--- config.mk ---
export PLATFORM = sky130hd
export DESIGN_NAME = dbcm_ram
export DESIGN_NICKNAME = d
export VERILOG_FILES = /design/src/rtl/dbcm_pkg.sv /design/src/rtl/dbcm_ram.sv
export SDC_FILE = /design/constraint.sdc
export NUM_CORES = 1
export LEC_CHECK = 0
export BUFFER_PORTS_ARGS = -buffer_cell sky130_fd_sc_hd__buf_2
export CAP_MARGIN = 20
export CORE_MARGIN = 3
export CORE_UTILIZATION = 50
export DETAILED_ROUTE_END_ITERATION = 10
export PLACE_DENSITY = 0.7
export SETUP_SLACK_MARGIN = 0.4
export SLEW_MARGIN = 20
export SYNTH_ARGS = -nofsm -noshare
export SYNTH_HDL_FRONTEND = slang
export SYNTH_SLANG_ARGS = --single-unit
--- constraint.sdc ---
create_clock -name clk -period 7.1 [get_ports clk]
set_clock_uncertainty 0.2 [all_clocks]
set_input_delay 2.13 -clock clk [delete_from_list [all_inputs] [get_ports clk]]
set_output_delay 2.13 -clock clk [all_outputs]
set_load 0.01 [all_outputs]
--- src/rtl/dbcm_pkg.sv ---
// Shared types, constants and helpers for the detection box cluster merge unit.
package dbcm_pkg;

  // Largest number of candidates held for one set.
  localparam int MaxCandDefault = 32;

  // Field widths.
  localparam int CoordW = 12;
  localparam int ScoreW = 31;
  localparam int SizeW  = 13;
  localparam int MembW  = 6;

  // Configuration register indexes.
  localparam logic [1:0] RegBoxWidth   = 2'd0;
  localparam logic [1:0] RegBoxHeight  = 2'd1;
  localparam logic [1:0] RegScoreWin   = 2'd2;

  // Reset values of the configuration registers.
  localparam logic [CoordW-1:0] BoxWidthReset  = 12'd64;
  localparam logic [CoordW-1:0] BoxHeightReset = 12'd64;
  localparam logic [ScoreW-1:0] ScoreWinReset  = 31'd180;

  // Result kinds.
  localparam logic KindCand    = 1'b0;
  localparam logic KindCluster = 1'b1;

  // One stored candidate.
  typedef struct packed {
    logic [ScoreW-1:0] score;
    logic [CoordW-1:0] y;
    logic [CoordW-1:0] x;
  } cand_t;

  // One cluster: representative, bounds and member count.
  typedef struct packed {
    logic [MembW-1:0]  size;
    logic [CoordW-1:0] max_y;
    logic [CoordW-1:0] min_y;
    logic [CoordW-1:0] max_x;
    logic [CoordW-1:0] min_x;
    logic [CoordW-1:0] rep_y;
    logic [CoordW-1:0] rep_x;
  } clus_t;

  localparam int CandW = $bits(cand_t);
  localparam int ClusW = $bits(clus_t);

  // Absolute difference of two coordinates.
  function automatic logic [CoordW-1:0] abs_diff(input logic [CoordW-1:0] a,
                                                 input logic [CoordW-1:0] b);
    abs_diff = (a > b) ? (a - b) : (b - a);
  endfunction

endpackage

--- src/rtl/dbcm_ram.sv ---
// Single-port-write, single-port-read memory with registered read data.
module dbcm_ram import dbcm_pkg::*; #(
  parameter int DEPTH = MaxCandDefault,
  parameter int AW    = 5,
  parameter int DW    = CandW
) (
  input  logic          clk,
  input  logic          wr_en,
  input  logic [AW-1:0] wr_addr,
  input  logic [DW-1:0] wr_data,
  input  logic          rd_en,
  input  logic [AW-1:0] rd_addr,
  output logic [DW-1:0] rd_data
);

  logic [DW-1:0] mem [DEPTH];
  logic [DW-1:0] rd_data_r;

  // Write port.
  always_ff @(posedge clk) begin
    if (wr_en) begin
      mem[wr_addr] <= wr_data;
    end
  end

  // Registered read port.
  always_ff @(posedge clk) begin
    if (rd_en) begin
      rd_data_r <= mem[rd_addr];
    end
  end

  assign rd_data = rd_data_r;

endmodule

Word level (Yosys, flattened, before mapping)
Memories as Yosys holds them, arrays and structs flattened. A register that Yosys moved wholly into a read port is not among the register bits. Index checks and enable logic that the tools add are counted.

Flip-flop bits (word level): 0. RAM bits: 1760. Input port bits: 68. Output and inout port bits: 55. Logic and storage cells: 3. Memories kept: 1.

Memories: mem (words 32, bits a word 55, rd ports 1, clocked after Yosys merged registers in 1, wr ports 1, line dbcm_ram.sv:16) `logic [DW-1:0] mem [DEPTH];`.

Mux-type cells: 2.

Operator list (count): $mux 1 (2).

Logic depth before layout (Yosys ltp)
Word-level depth: 2. Gate-level depth with buffers: 8.

Worst setup path after synthesis
Ideal clock, no wire load.

Kind: input-to-reg. From: input port wr_addr[1]. To: memory mem[12][0] in the netlist's numbering, enable pin. Setup time: 0.468 ns. Arrival: 5.094 ns. Setup slack: 1.338 ns. Stages: 3. Buffers on the path: 1. Cells stage by stage: or3b_2 > clkbuf_1 > nor2_1.

RTL lines: from (decl) (line dbcm_ram.sv:9) `input logic [AW-1:0] wr_addr,`; to (decl) (line dbcm_ram.sv:16).

No word-level cell before the write port.

Worst setup path after layout
From: input port wr_addr[1]. To: memory mem[29][24] in the netlist's numbering, enable pin.

No word-level cell before the write port.

==> results by stage <==
Timing:
- Setup repair after global routing left no endpoint under its margin.
- The final setup violation count is 0.
- Static timing analysis puts the maximum clock frequency at 230.9 MHz.
- Hold timing on the final database bottoms out at a slack of 0.4766 ns.
- Of the available clock period, the critical path in the final layout requires 60.99%.
- For the final routed database, the setup TNS stands at 0 ns.
- The transition time of the tightest slew-check pin is 1.106 ns.
- The number of slew-limit violations in the final report came to 0.
- The headroom to the max-slew limit is 26.23%.
- The routed design could run at a clock period as short as 4.330 ns.
- The number of hold violations in the final report is 0.

Place:
- The number of I/O port buffers is 122.
- The standard cell area after detailed placement is 73110 µm².
- The placed wire-length estimate is 84890 µm.
- The routability congestion estimate is 0.7466.

Cells and area:
- Summing all multi-input logic gate instances after layout gives 14440 µm².
- Leaving out fill and tap cells, the most frequent cell in the layout is edfxtp_1.
- The utilization after layout is 56.67%.
- The post-route netlist has 11.79% of its cells at a drive strength greater than 1.
- The area growth from synthesis to layout is 11.86%.
- The library cells used most frequently in the layout, excluding fill and tap cells, are 1815 x edfxtp_1, 880 x mux2i_1, 176 x clkbuf_16, 167 x nand3_1, 166 x nand2_1.
- The number of fillers in the final layout is 10126.
- The final layout contains 4096 nets.
- The total non-filler cell area in the finished layout is 78400 µm².
- The sequential cells in the finished layout cover a total of 54500 µm².

Clock network:
- At the later pin of the worst-skew pair, clock insertion delay measures 0.80 ns.
- The total number of H-tree levels is 4.
- The root buffer cell is clkbuf_16.
- The clock net in this run drives a total of 1815 sinks.
- Counting along the longest clock path gives a buffer depth of 3.
- The clock transition at the register clock pins on the worst setup and hold paths after CTS is 0.06 ns.
- TritonCTS built the clock tree.
- Hold repair after CTS inserted 0 buffers.
- The number of gates resized after CTS is 0.
- Post-CTS timing repair inserted 0 buffers for setup.
- In this run, CTS created clock tree buffers numbering 174.

Die:
- The die is 380.4 µm tall.
- The top-level port count is 123.
- The starting utilization of the core area is 50.66%.
- The horizontal die dimension is 380.4 µm.
- The die footprint is 144700 µm².
- The core region area is 138300 µm².
- Row generation in the floorplan step produced 136 rows.

Synthesis:
- The net count after synthesis is 3915.
- The cell area that synthesis handed to floorplanning was 70090 µm².
- The average footprint of a synthesized cell is 18.22 µm².
- The Yosys step of the flow raised 0 warnings.
- Counting flops and latches in the post-synthesis netlist gives 1815.
- After synthesis, flip-flops and latches occupy 77.76% of the total area.
- Synthesis instantiated 24 different standard cells from the library.
- Synthesis produced 3847 cells.

GRT:
- The leftover overflow at the end of global routing is 0.
- The first global-routing pass estimated 237100 µm of wire.
- The via count of the first global-routing pass is 35538.
- The number of antenna violations at the first check in global routing is 7.
- The overall global routing resource usage is 22.06%.
- The largest net degree at the start of global routing is 78.

Critical path:
- The worst register-to-register path has a setup slack of 5.30 ns.
- The worst setup path is launched from a primary input.
- The number of cells on the worst reg-to-reg path is 5.
- Of all nets on the critical path, the largest fanout is 20.
- In this run the critical register-to-register path is captured at rd_data[19].
- The critical path data arrival time is 4.57 ns.
- The critical path capture point type is a register.
- In this run the critical register-to-register path is launched from mem[6][19].
- The data required time of the critical path is 7.34 ns.
- The category of the most critical setup path is in -> reg.

Worst hold path:
- For hold timing, the worst endpoint is rd_data[32].
- The startpoint identified for the worst hold timing path is mem[10][32].
- In this run the worst hold path is classified as reg -> reg.
- Counting instances, the worst hold path has a depth of 4.

Route:
- The DRC violations left is 0.
- Summing over every cut layer, the via total after detailed routing is 35993.
- The antenna violation net count after detailed routing is 0.
- The detailed router's first-iteration violation count is 3866.
- After detailed routing, the average wire length per cell comes to 26.80 µm.
- The number of iterations in the first detailed-routing pass is 5.
- The average via count per standard cell is 5.965.
- For this block, the routed nets add up to 161700 µm of wire.

Pwr:
- The cell area power density is 277.5 nW/µm².
- The worst voltage drop across the vdd grid is 0.0002684 V.
- In this run the static leakage power is 27.08 nW.

Run status:
- The run finished with clean final reports.

Job:
- The total of max-cap violations is 0.
[critical path, cell delays in order]
cell	delay, ns
buf_2	0.13
nand3b_1	0.76
nor2_4	0.98
buf_4	0.49
[metal layers]
metal / track usage (%) / share of wire, % / up-vias
met5: 0 / 0.017 / -
met4: 6.132 / 2.1 / 4
met3: 4.159 / 8.3 / 248
met2: 34.42 / 47 / 1570
met1: 32.01 / 42 / 18439
li1: - / - / 15732
[cell usage after synthesis]
cell,number,area (µm²)
edfxtp_1,1815,54500
mux2i_1,880,8808
nand2_1,167,626.9
nand3_1,167,835.8
a21oi_1,165,825.8
a22oi_1,165,1239
a22o_1,110,963.4
clkbuf_1,66,247.7
a31oi_1,55,344.1
nor3_1,55,275.3
buf_2,50,250.2
buf_4,42,315.3
buf_6,35,394.1
nor2_1,34,127.6
buf_1,11,41.29
buf_8,9,135.1
clkbuf_4,6,45.04
nand3b_1,5,37.54
or3b_2,3,26.28
and2b_1,2,15.01
nand2b_1,2,12.51
and2_1,1,6.260
or2_2,1,6.260
or3_1,1,6.260
[worst max path at each step]
stage / startpoint / endpoint / slack [ns] / cells after the start
after detailed placement: wr_addr[1] / mem[29][18] / 1.95 / 4
after CTS: wr_addr[1] / mem[29][13] / 2.82 / 4
after global routing: wr_en / mem[31][37] / 2.74 / 4
final: wr_addr[1] / mem[29][24] / 2.77 / 4
after global placement: wr_addr[1] / mem[29][18] / 2.02 / 4
after floorplan: wr_addr[1] / mem[12][0] / 1.34 / 3
[layout make-up]
type | instances | area share, %
Antenna cell | 5 | 0.01596
Tap cell | 1863 | 2.973
Sequential cell | 1815 | 69.52
Multi-Input combinational cell | 1813 | 18.41
Clock buffer | 230 | 5.876
Timing Repair Buffer | 224 | 2.346
Clock inverter | 84 | 0.8570
[where the power goes]
part,switching (mW),internal (mW)
clock network,3.84,4.83
logic,0.731,0.350
registers,0.0449,12.0
total,4.62,17.1
[registers in the layout, indices dropped and copies added (netlist names)]
register / count
mem: 1760
rd_data: 55
[logic make-up (layout without fill, tap and decap cells)]
| group | count (synthesis) | count (layout) | share of synthesized area (%) |
|---|---|---|---|
| flip-flops | 1815 | 1815 | 77.76 |
| AND/OR/NAND/NOR | 438 | 438 | 2.819 |
| AO/OA/AOI/OAI | 495 | 495 | 4.811 |
| other | 0 | 5 | 0 |
| buffers and inverters | 219 | 538 | 2.039 |
| multiplexers | 880 | 880 | 12.57 |
[per-stage QoR]
stage	cells	power [mW]	worst slack (ns)
after global routing	6030	22.41	2.737
after global placement	5715	13.30	2.018
after floorplan	3847	12.86	1.338
after detailed placement	5715	13.31	1.951
final	6034	21.76	2.770
after CTS	6029	21.89	2.822
Power figures use the tool's default switching activity.
