`config.mk`:
```
export PLATFORM = sky130hd
export DESIGN_NAME = dbcm_axis
export DESIGN_NICKNAME = d
export VERILOG_FILES = /design/src/rtl/dbcm_pkg.sv /design/src/rtl/dbcm_axis.sv
export SDC_FILE = /design/constraint.sdc
export NUM_CORES = 1
export LEC_CHECK = 0
export BUFFER_PORTS_ARGS = -buffer_cell sky130_fd_sc_hd__buf_2
export CAP_MARGIN = 20
export CORE_ASPECT_RATIO = 0.6
export CORE_MARGIN = 5
export CORE_UTILIZATION = 47
export DETAILED_ROUTE_END_ITERATION = 10
export MAX_ROUTING_LAYER = met4
export PLACE_DENSITY = 0.75
export SLEW_MARGIN = 10
export SYNTH_ARGS = -nofsm -noshare
export SYNTH_HDL_FRONTEND = slang
export SYNTH_SLANG_ARGS = --single-unit
export TNS_END_PERCENT = 20
```
`constraint.sdc`:
```
create_clock -name vclk -period 8.37
set_input_delay 1.2555 -clock vclk [all_inputs]
set_output_delay 1.2555 -clock vclk [all_outputs]
set_load 0.01 [all_outputs]
```
`src/rtl/dbcm_pkg.sv`:
```
// Shared types, constants and helpers for the detection box cluster merge unit.
package dbcm_pkg;

  // Largest number of candidates held for one set.
  localparam int MaxCandDefault = 32;

  // Field widths.
  localparam int CoordW = 12;
  localparam int ScoreW = 31;
  localparam int SizeW  = 13;
  localparam int MembW  = 6;

  // Configuration register indexes.
  localparam logic [1:0] RegBoxWidth   = 2'd0;
  localparam logic [1:0] RegBoxHeight  = 2'd1;
  localparam logic [1:0] RegScoreWin   = 2'd2;

  // Reset values of the configuration registers.
  localparam logic [CoordW-1:0] BoxWidthReset  = 12'd64;
  localparam logic [CoordW-1:0] BoxHeightReset = 12'd64;
  localparam logic [ScoreW-1:0] ScoreWinReset  = 31'd180;

  // Result kinds.
  localparam logic KindCand    = 1'b0;
  localparam logic KindCluster = 1'b1;

  // One stored candidate.
  typedef struct packed {
    logic [ScoreW-1:0] score;
    logic [CoordW-1:0] y;
    logic [CoordW-1:0] x;
  } cand_t;

  // One cluster: representative, bounds and member count.
  typedef struct packed {
    logic [MembW-1:0]  size;
    logic [CoordW-1:0] max_y;
    logic [CoordW-1:0] min_y;
    logic [CoordW-1:0] max_x;
    logic [CoordW-1:0] min_x;
    logic [CoordW-1:0] rep_y;
    logic [CoordW-1:0] rep_x;
  } clus_t;

  localparam int CandW = $bits(cand_t);
  localparam int ClusW = $bits(clus_t);

  // Absolute difference of two coordinates.
  function automatic logic [CoordW-1:0] abs_diff(input logic [CoordW-1:0] a,
                                                 input logic [CoordW-1:0] b);
    abs_diff = (a > b) ? (a - b) : (b - a);
  endfunction

endpackage

```
`src/rtl/dbcm_axis.sv`:
```
// Merges one cluster axis into start and length, shrinking wide clusters of 3+ members.
module dbcm_axis import dbcm_pkg::*; (
  input  logic [CoordW-1:0] lo,
  input  logic [CoordW-1:0] hi,
  input  logic [CoordW-1:0] size,
  input  logic [MembW-1:0]  members,
  output logic [CoordW-1:0] start,
  output logic [SizeW-1:0]  len
);

  logic [27:0]       third_prod;
  logic [CoordW-1:0] third;
  logic [13:0]       span;
  logic              shrink;
  logic [13:0]       start_w;
  logic [13:0]       len_w;

  // Size divided by three, by multiplying with a scaled reciprocal.
  assign third_prod = {16'd0, size} * 28'd43691;
  assign third      = {1'b0, third_prod[27:17]};

  // Span of the union of the windows on this axis.
  assign span   = {2'd0, hi} - {2'd0, lo} + {2'd0, size};
  assign shrink = (members >= MembW'(3)) &&
                  ({span, 1'b0} >= ({1'b0, size, 1'b0} + {3'd0, size}));

  // Move both corners inward by a third of the size when shrinking.
  always_comb begin
    if (shrink) begin
      start_w = {2'd0, lo} + {2'd0, third};
      len_w   = span - {1'b0, third, 1'b0};
    end else begin
      start_w = {2'd0, lo};
      len_w   = span;
    end
  end

  assign start = start_w[CoordW-1:0];
  assign len   = len_w[SizeW-1:0];

endmodule
```
; Yosys cells after proc, flatten, opt, wreduce, memory -nomap -nowiden
; Index checks and enable logic that the tools add are counted.
[totals]
register_bits = 0
latch_bits = 0
ram_bits = 0
rom_bits = 0
input_bits = 42
output_inout_bits = 25
word_cells = 11
mem_count = 0
[op_classes]
addsub = 5
multipliers = 1
n_div = 0
magnitude_cmp = 2
n_eq_ne = 0
shift = 0
mux = 2
bitwise = 0
reduce_logical = 1
[ops]
columns = op, count
row1 = "multiplier 12 x 16 -> 28 bit, second input constant", 1
row2 = >= comparator 15 x 14 -> 1 bit, 1
row3 = adder 13 x 12 -> 14 bit, 1
row4 = adder 13 x 13 -> 14 bit, 1
row5 = 2-to-1 mux 13 bit, 1
row6 = subtractor 12 x 12 -> 13 bit, 1
row7 = subtractor 13 x 12 -> 13 bit, 1
row8 = adder 12 x 11 -> 12 bit, 1
row9 = 2-to-1 mux 12 bit, 1
row10 = ">= comparator 6 x 2 -> 1 bit, second input constant", 1
row11 = logical AND 1 bit, 1

; Longest topological paths before layout
; Gate-level depths: netlist (run 1).
[depth]
ltp_word = 5
ltp_mapped = 29
mapped_depth_nobuf = 29

; Worst setup path before layout (run 1)
; Ideal clock, no wire load.
[synth_timing]
kind = input to output
from = in size[6]
to = out len[12]
t_arrival_ns = 7.244
path_slack_ns = -0.129
cell_stages = 25
n_path_buf = 0
cell_sequence = ha_1 -> inv_1 -> fa_1 -> inv_1 -> fa_1 -> fa_1 -> inv_1 -> fa_1 -> inv_1 -> ha_1 -> and3_1 -> or4b_1 -> a21oi_2 -> a31oi_2 -> a2111oi_4 -> nor3_1 -> nor2_1 -> inv_1 -> ha_1 -> or3_1 -> o211ai_1 -> o2111ai_1 -> a211o_1 -> a21oi_1 -> xor2_1
[synth_via]
elab_chain_len = 4
[synth_lines]
columns = item, line_no
row1 = start: declaration, dbcm_axis.sv:5  ; input logic [CoordW-1:0] size,
row2 = branches (longest 3 deep; another with multiplier 12 x 16 -> 28 bit), n/a
row3 = 2-to-1 mux 13 bit (*), dbcm_axis.sv:29  ; if (shrink) begin
row4 = end: declaration, dbcm_axis.sv:8  ; output logic [SizeW-1:0] len
; Every way passes the cells marked *.

; Worst setup path after layout (run 1)
; Same ends and word-level chain as after synthesis.

==> results of run 1 <==
==> critical path, stage by stage <==
cell	delay (ps)
buf_12	110
ha_4	240
buf_6	120
fa_1	540
inv_2	40
fa_1	520
inv_2	40
fa_1	510
inv_2	40
fa_1	540
inv_2	50
ha_4	260
nand2_2	50
or4b_4	530
a21oi_4	150
a31oi_4	60
a2111oi_4	460
buf_4	180
a311o_2	260
a21oi_4	90
xor2_2	200
ha_1	340
nand3_1	100
o2111ai_1	160
a211o_1	300
a21oi_2	160
xor2_2	130
buf_2	140
==> cell usage in the layout (no fill, tap or decap), drive strengths merged, types with 5 or more instances in the layout <==
cell    count
o21ai      21
buf       177
a211oi      5
nor2       38
nand2      14
nor3       18
xor2       16
mux2i      11
o21a        7
fa         53
inv       145
nor2b      16
mux2       12
ha        143
a21o       13
o21bai      9
nand3       8
a21oi      39
and3        7
xnor2      40
a31oi       5
o211ai      5
==> worst paths after layout <==
kind / startpoint / endpoint / slack, ps
worst min-delay path: lo[0] / start[0] / 2850
worst max-delay path: size[6] / len[12] / -480
==> through the flow <==
step,setup WS [ps],instance area [um2]
final,-479,7610
after global routing,-759,7610
after CTS,-318,7340
after detailed placement,-603,6930
after global placement,-513,6930
after floorplan,19.9,5700
==> cells by family after synthesis <==
logic type / share of synthesized area
AOI/OAI and AO/OA: 0.158
xor gates and xnor gates: 0.0884
adders and majority gates: 0.506
buffers and inverters: 0.101
muxes: 0.0435
and+or+nand+nor: 0.103
==> what timing repair did <==
action                     in CTS  in global routing
resized for setup              67                 45
hold buffers                    0                  0
pin swaps                      42                 36
setup endpoints to repair      15                 17
setup buffers                  10                  5
==> cell type report <==
type | count | area (um2)
fill | 986 | 4300
inverter | 146 | 554
multi-input combinational | 519 | 5620
tap | 165 | 206
timing repair buffer | 177 | 1220
==> layer usage <==
metal,vias to the layer above,routed length [um],GRT usage
met2,109,6470,0.345
met5,-,0,-
met3,8,826,0.0149
li1,2606,-,-
met1,2333,8130,0.341
met4,0,80,0.00980
==> metrics.txt, run 1 <==
DRC 0; outcome finished with violations; RSZ-0062 raised after global routing yes; Worst setup SP type input pin; ratio of cells with drive above 1 in the final layout 0.336; largest net degree at the start of global routing 12; area delta synth->final 35.1%; initial antenna violation count 0; Syn Area/Cell about 8.4 um2; post-synth top area cell ha_1; total gr overflow 0; sequential area share after synthesis 0; Post-Syn Nets ~900; fin cells slightly above 1,000; post-placement cell count 992; post-route ant nets 0; Hold Path Class in2out; Synth top cells by count inv_1 (145), ha_1 (143), fa_1 (53); DR iter-0 viols 206; I/O Buffers 67; Post-Route Utilization 0.639; final worst path period need 8850 ps; failing checks setup timing; CP Data Required Time 7110 ps; Worst EP arrival between 7000 and 8000 ps; most frequent cell after synthesis inv_1; worst hold slack 2850 ps; max cap viols 0; Least-Margin Pin Slew 953 ps; crit end category output port; count of cell types in the netlist 54; Mapped Area 0.00563 mm2; top cell type's share of synthesized area 0.318; NumNets Final 1,082; first-pass GRT wire length around 25 mm; Fin. Hold Viols 0; Initial Util 0.473; final WL around 16 mm; post-DR vias/cell approximately 5; vias 5,056; Hold Path Depth 3; Area contributors post-synth ha_1 (32%), fa_1 (19%), inv_1 (9.7%); FMAX ~110 MHz; Site Rows 31; Reg area 0 um2; clkbuf count 0; CP max FO 4; GP Congestion ~0.94; setup slack after layout -479 ps; Yosys warning count 0; Fin Setup TNS -2980 ps; critical path class in2out; total inserted antenna cells 0; count of final setup violators 12; Max Slew Vio Count 0; io pins 67; Synth Instances 668; Die Ht 94.8 um; number of global-route vias before repair approximately 5,300; WL per Instance 15.4 um; die area approximately 0.014 mm2; DRT Pass-1 Iters 4; core area 0.0119 mm2; final worst-path cycle share 1.06; Seq cells 0; Total Routing Usage GR 0.225; die width 151 um; Relative slew margins 0.356; Post-DP HPWL 13.2 mm
Power of run 1 is left out: the tool's default activity adds up to more than one toggle a clock period on the data nets, which glitch-free logic cannot reach.
==> run 2, diff against run 1 <==
- CORE_UTILIZATION: 47 -> 30
- PLACE_DENSITY: 0.75 -> 0.54
==> metrics.txt, run 2 (synthesized netlist as in run 1, its figures left out) <==
Post-DP HPWL 14.4 mm (+8.9%); first-pass GRT wire length 26.0 mm (+2.2%); FMAX 115 MHz (+2.0%); Reg area 0 um2 (unchanged); ratio of cells with drive above 1 in the final layout 0.318 (-0.0182); commonest non-fill, non-tap cells in the layout inv_1 (137), ha_1 (128), buf_4 (112); CP delay by family, top adder cells; fin cells 1,083 (+7.5%); CP Data Required Time 7110 ps (about the same); DR iter-0 viols 271 (+32%); DRC 0 (unchanged); post-DR vias/cell 4.59 (-8.5%); count of final setup violators 12 (unchanged); WL per Instance 14.8 um (-4.2%); Hold Path Class in2out; RSZ-0062 raised after global routing yes; NumNets Final 1,083 (+0.092%); failing checks setup timing; die area 0.0217 mm2 (+51%); critical path class in2out; outcome finished with violations; Seq cells 0 (unchanged); Least-Margin Pin Slew 568 ps (-385 ps); Worst EP arrival 7420 ps (-170 ps); max cap viols 0 (unchanged); Placed Instance Area 0.00710 mm2 (+2.3%); Site Rows 38 (+23%); final worst path period need 8680 ps (-171 ps); I/O Buffers 67 (unchanged); most common cell after layout, fill and taps aside inv_1; total inserted antenna cells 0 (unchanged); largest net degree at the start of global routing 23 (+11); number of global-route vias before repair 4,940 (-6.1%); slowest cell on the critical path fa_2; core area 0.0183 mm2 (+53%); post-placement cell count 1,076 (+8.5%); final worst-path cycle share 1.04 (-0.0205); final WL 16.0 mm (+3.0%); Filler cells 1,873 (+90%); total gr overflow 0 (unchanged); Worst Path Buf+Inv 7 (-1); Fin. Hold Viols 0 (unchanged); CP max FO 4 (unchanged); GP Congestion 0.859 (-9.0%); die width 187 um (+24%); io pins 67 (unchanged); Relative slew margins 0.617 (+0.261); setup slack after layout -307 ps (+171 ps); pre-CTS WS -677 ps (-74.0 ps); clkbuf count 0 (unchanged); Total Routing Usage GR 0.151 (-0.0735); area delta synth->final 33.9%; vias 4,973 (-1.6%); Hold Path Depth 4 (+1); post-route ant nets 0 (unchanged); WP depth 27 (-3.6%); initial antenna violation count 0 (unchanged); crit end category output port; post-route cell area 0.00754 mm2 (-0.87%); Worst setup SP type input pin; CP max stage delay 570 ps (+30 ps); Max Slew Vio Count 0 (unchanged); Fin Setup TNS -1880 ps (+1100 ps); DRT Pass-1 Iters 4 (unchanged); Die Ht 116 um (+23%); Initial Util 0.309 (-0.165)
## run 2: through the flow
stage / hold slack, ps / util
finish: 2880 / 0.413
global route: 2910 / 0.413
CTS: 2880 / 0.405
detailed placement: 2880 / 0.389
global placement: 2870 / 0.389
floorplan: 2660 / -
## run 2: path summary, 6_finish.rpt
check	start	endpoint	slack, ps
max	size[8]	start[11]	-310
min	lo[11]	start[11]	2880
## run 2: cell type report
| type | count | area, um2 | share of cell area |
|---|---|---|---|
| inverters | 146 | 557 | 0.0738 |
| multi-input cells | 519 | 5490 | 0.728 |
| well taps | 240 | 300 | 0.0398 |
| repair buffers | 178 | 1190 | 0.158 |
## run 2: worst min-delay path, cell delays in order
cell	delay [ps]
buf_2	100
inv_1	80
xnor2_1	60
buf_2	130
## run 2: metal layers
layer  up-vias  wire length [um]  track usage
li1       2614                 -            -
met1      2271              9770        0.263
met2        88              5610        0.201
met3         0               601     0.000299
met4         0                 0            0
met5         -                 0            -
## run 2: repair_timing
| action | in CTS | in global routing |
|---|---|---|
| pin swaps | 25 | 15 |
| hold buffers | 0 | 0 |
| resized for setup | 58 | 28 |
| buffers inserted | 5 | 2 |
| endpoints found under the setup margin | 14 | 16 |
Power of run 2 is left out for the same reason.
==> run 3, diff against run 2 <==
--- a/config.mk
+++ b/config.mk
@@ -7,2 +7,3 @@
 export LEC_CHECK = 0
+export ABC_CLOCK_PERIOD_IN_PS = 8370
 export BUFFER_PORTS_ARGS = -buffer_cell sky130_fd_sc_hd__buf_2
==> constraint.sdc (replaced) <==
create_clock -name vclk -period 8.37
set_input_delay 0.837 -clock vclk [all_inputs]
set_output_delay 0.837 -clock vclk [all_outputs]
set_load 0.01 [all_outputs]
==> metrics.txt, run 3 (synthesized netlist as in run 1, its figures left out) <==
Relative slew margins 0.364 (-0.254); Filler cells 1,938 (+3.5%); WP depth 29 (+7.4%); Fin. Hold Viols 0 (unchanged); vias 4,605 (-7.4%); WL per Instance 15.2 um (+3.1%); critical path class in2out; post-route ant nets 0 (unchanged); final WL 15.1 mm (-5.7%); Reg area 0 um2 (unchanged); area delta synth->final 16.6%; die width 187 um (unchanged); post-DR vias/cell 4.65 (+1.2%); Hold Path Class in2out; first-pass GRT wire length 24.1 mm (-7.3%); final worst-path cycle share 0.974 (-0.0623); Worst Path Buf+Inv 9 (+2); Worst EP arrival 7320 ps (-100 ps); I/O Buffers 67 (unchanged); Hold-fix buffers, CTS 0 (unchanged); DRC 0 (unchanged); Worst Setup SP size[3]; die area 0.0217 mm2 (unchanged); most common cell after layout, fill and taps aside inv_1; largest net degree at the start of global routing 23 (unchanged); initial antenna violation count 0 (unchanged); commonest non-fill, non-tap cells in the layout inv_1 (144), ha_1 (138), buf_2 (65); final worst path period need 8160 ps (-522 ps); core area 0.0183 mm2 (unchanged); Max Slew Vio Count 0 (unchanged); Seq cells 0 (unchanged); FMAX 123 MHz (+6.4%); total gr overflow 0 (unchanged); post-placement cell count 985 (-8.5%); number of global-route vias before repair 4,515 (-8.6%); DRT Pass-1 Iters 4 (unchanged); Total Routing Usage GR 0.141 (-0.0104); Initial Util 0.309 (unchanged); Placed Instance Area 0.00635 mm2 (-11%); crit end category output port; fin cells 991 (-8.5%); clkbuf count 0 (unchanged); CP Data Required Time 7530 ps (+420 ps); Site Rows 38 (unchanged); CP max stage delay 540 ps (-30 ps); RSZ-0062 raised after global routing yes; Critical Path Most Common Cell inv_1; Hold Path Depth 3 (-1); Post-DP HPWL 13.5 mm (-5.7%); max cap viols 0 (unchanged); GP Congestion 0.853 (-0.73%); io pins 67 (unchanged); NumNets Final 991 (-8.5%); Fin Setup TNS 0 ps (+1880 ps); post-route cell area 0.00657 mm2 (-13%); CP delay by family, top adder cells; hold wc startpoint lo[0]; Worst setup SP type input pin; DR iter-0 viols 249 (-8.1%); outcome completed; count of final setup violators 0 (-12); CP Capture Point len[10]; total inserted antenna cells 0 (unchanged); Least-Margin Pin Slew 942 ps (+374 ps); slowest cell on the critical path fa_1; ratio of cells with drive above 1 in the final layout 0.174 (-0.143); Die Ht 116 um (unchanged); CP max FO 4 (unchanged)
## run 3: routing by layer
metal,up-vias,global-route usage,part of all wire
li1,2426,-,-
met4,0,0,0
met2,88,0.174,0.34
met3,0,0.00388,0.039
met5,-,-,0
met1,2091,0.252,0.62
## run 3: worst min-delay path by stage
| stage | end | slack [ps] |
|---|---|---|
| finish | start[0] | 2020 |
| floorplan | start[0] | 1820 |
| global route | start[0] | 2060 |
| CTS | start[0] | 2030 |
| detailed placement | start[0] | 2020 |
| global placement | start[0] | 2030 |
## run 3: metrics by stage
| step | setup slack (ps) | utilization | hold WS (ps) |
|---|---|---|---|
| after floorplan | 708 | - | 1820 |
| after CTS | 68.3 | 0.348 | 2030 |
| after global routing | -53.3 | 0.360 | 2060 |
| after global placement | 175 | 0.348 | 2030 |
| after detailed placement | 72.2 | 0.348 | 2020 |
| final | 215 | 0.360 | 2020 |
## run 3: repair_timing
item / CTS / global route
setup buffers: 0 / 6
gates resized for setup: 0 / 37
endpoints found under the setup margin: 0 / 10
endpoints found under the hold margin: 0 / 0
## run 3: layout make-up
class,instances,area (um2),share of cell area
inverter,146,548,0.0834
multi-input combinational,519,5240,0.797
tap,240,300,0.0457
timing repair buffer,86,483,0.0735
## run 3: worst min-delay path: cells and delay by family
family / cells / cell delay, ps
buffers and inverters: 2 / 230
multiplexers: 1 / 120
Power of run 3 is left out for the same reason.
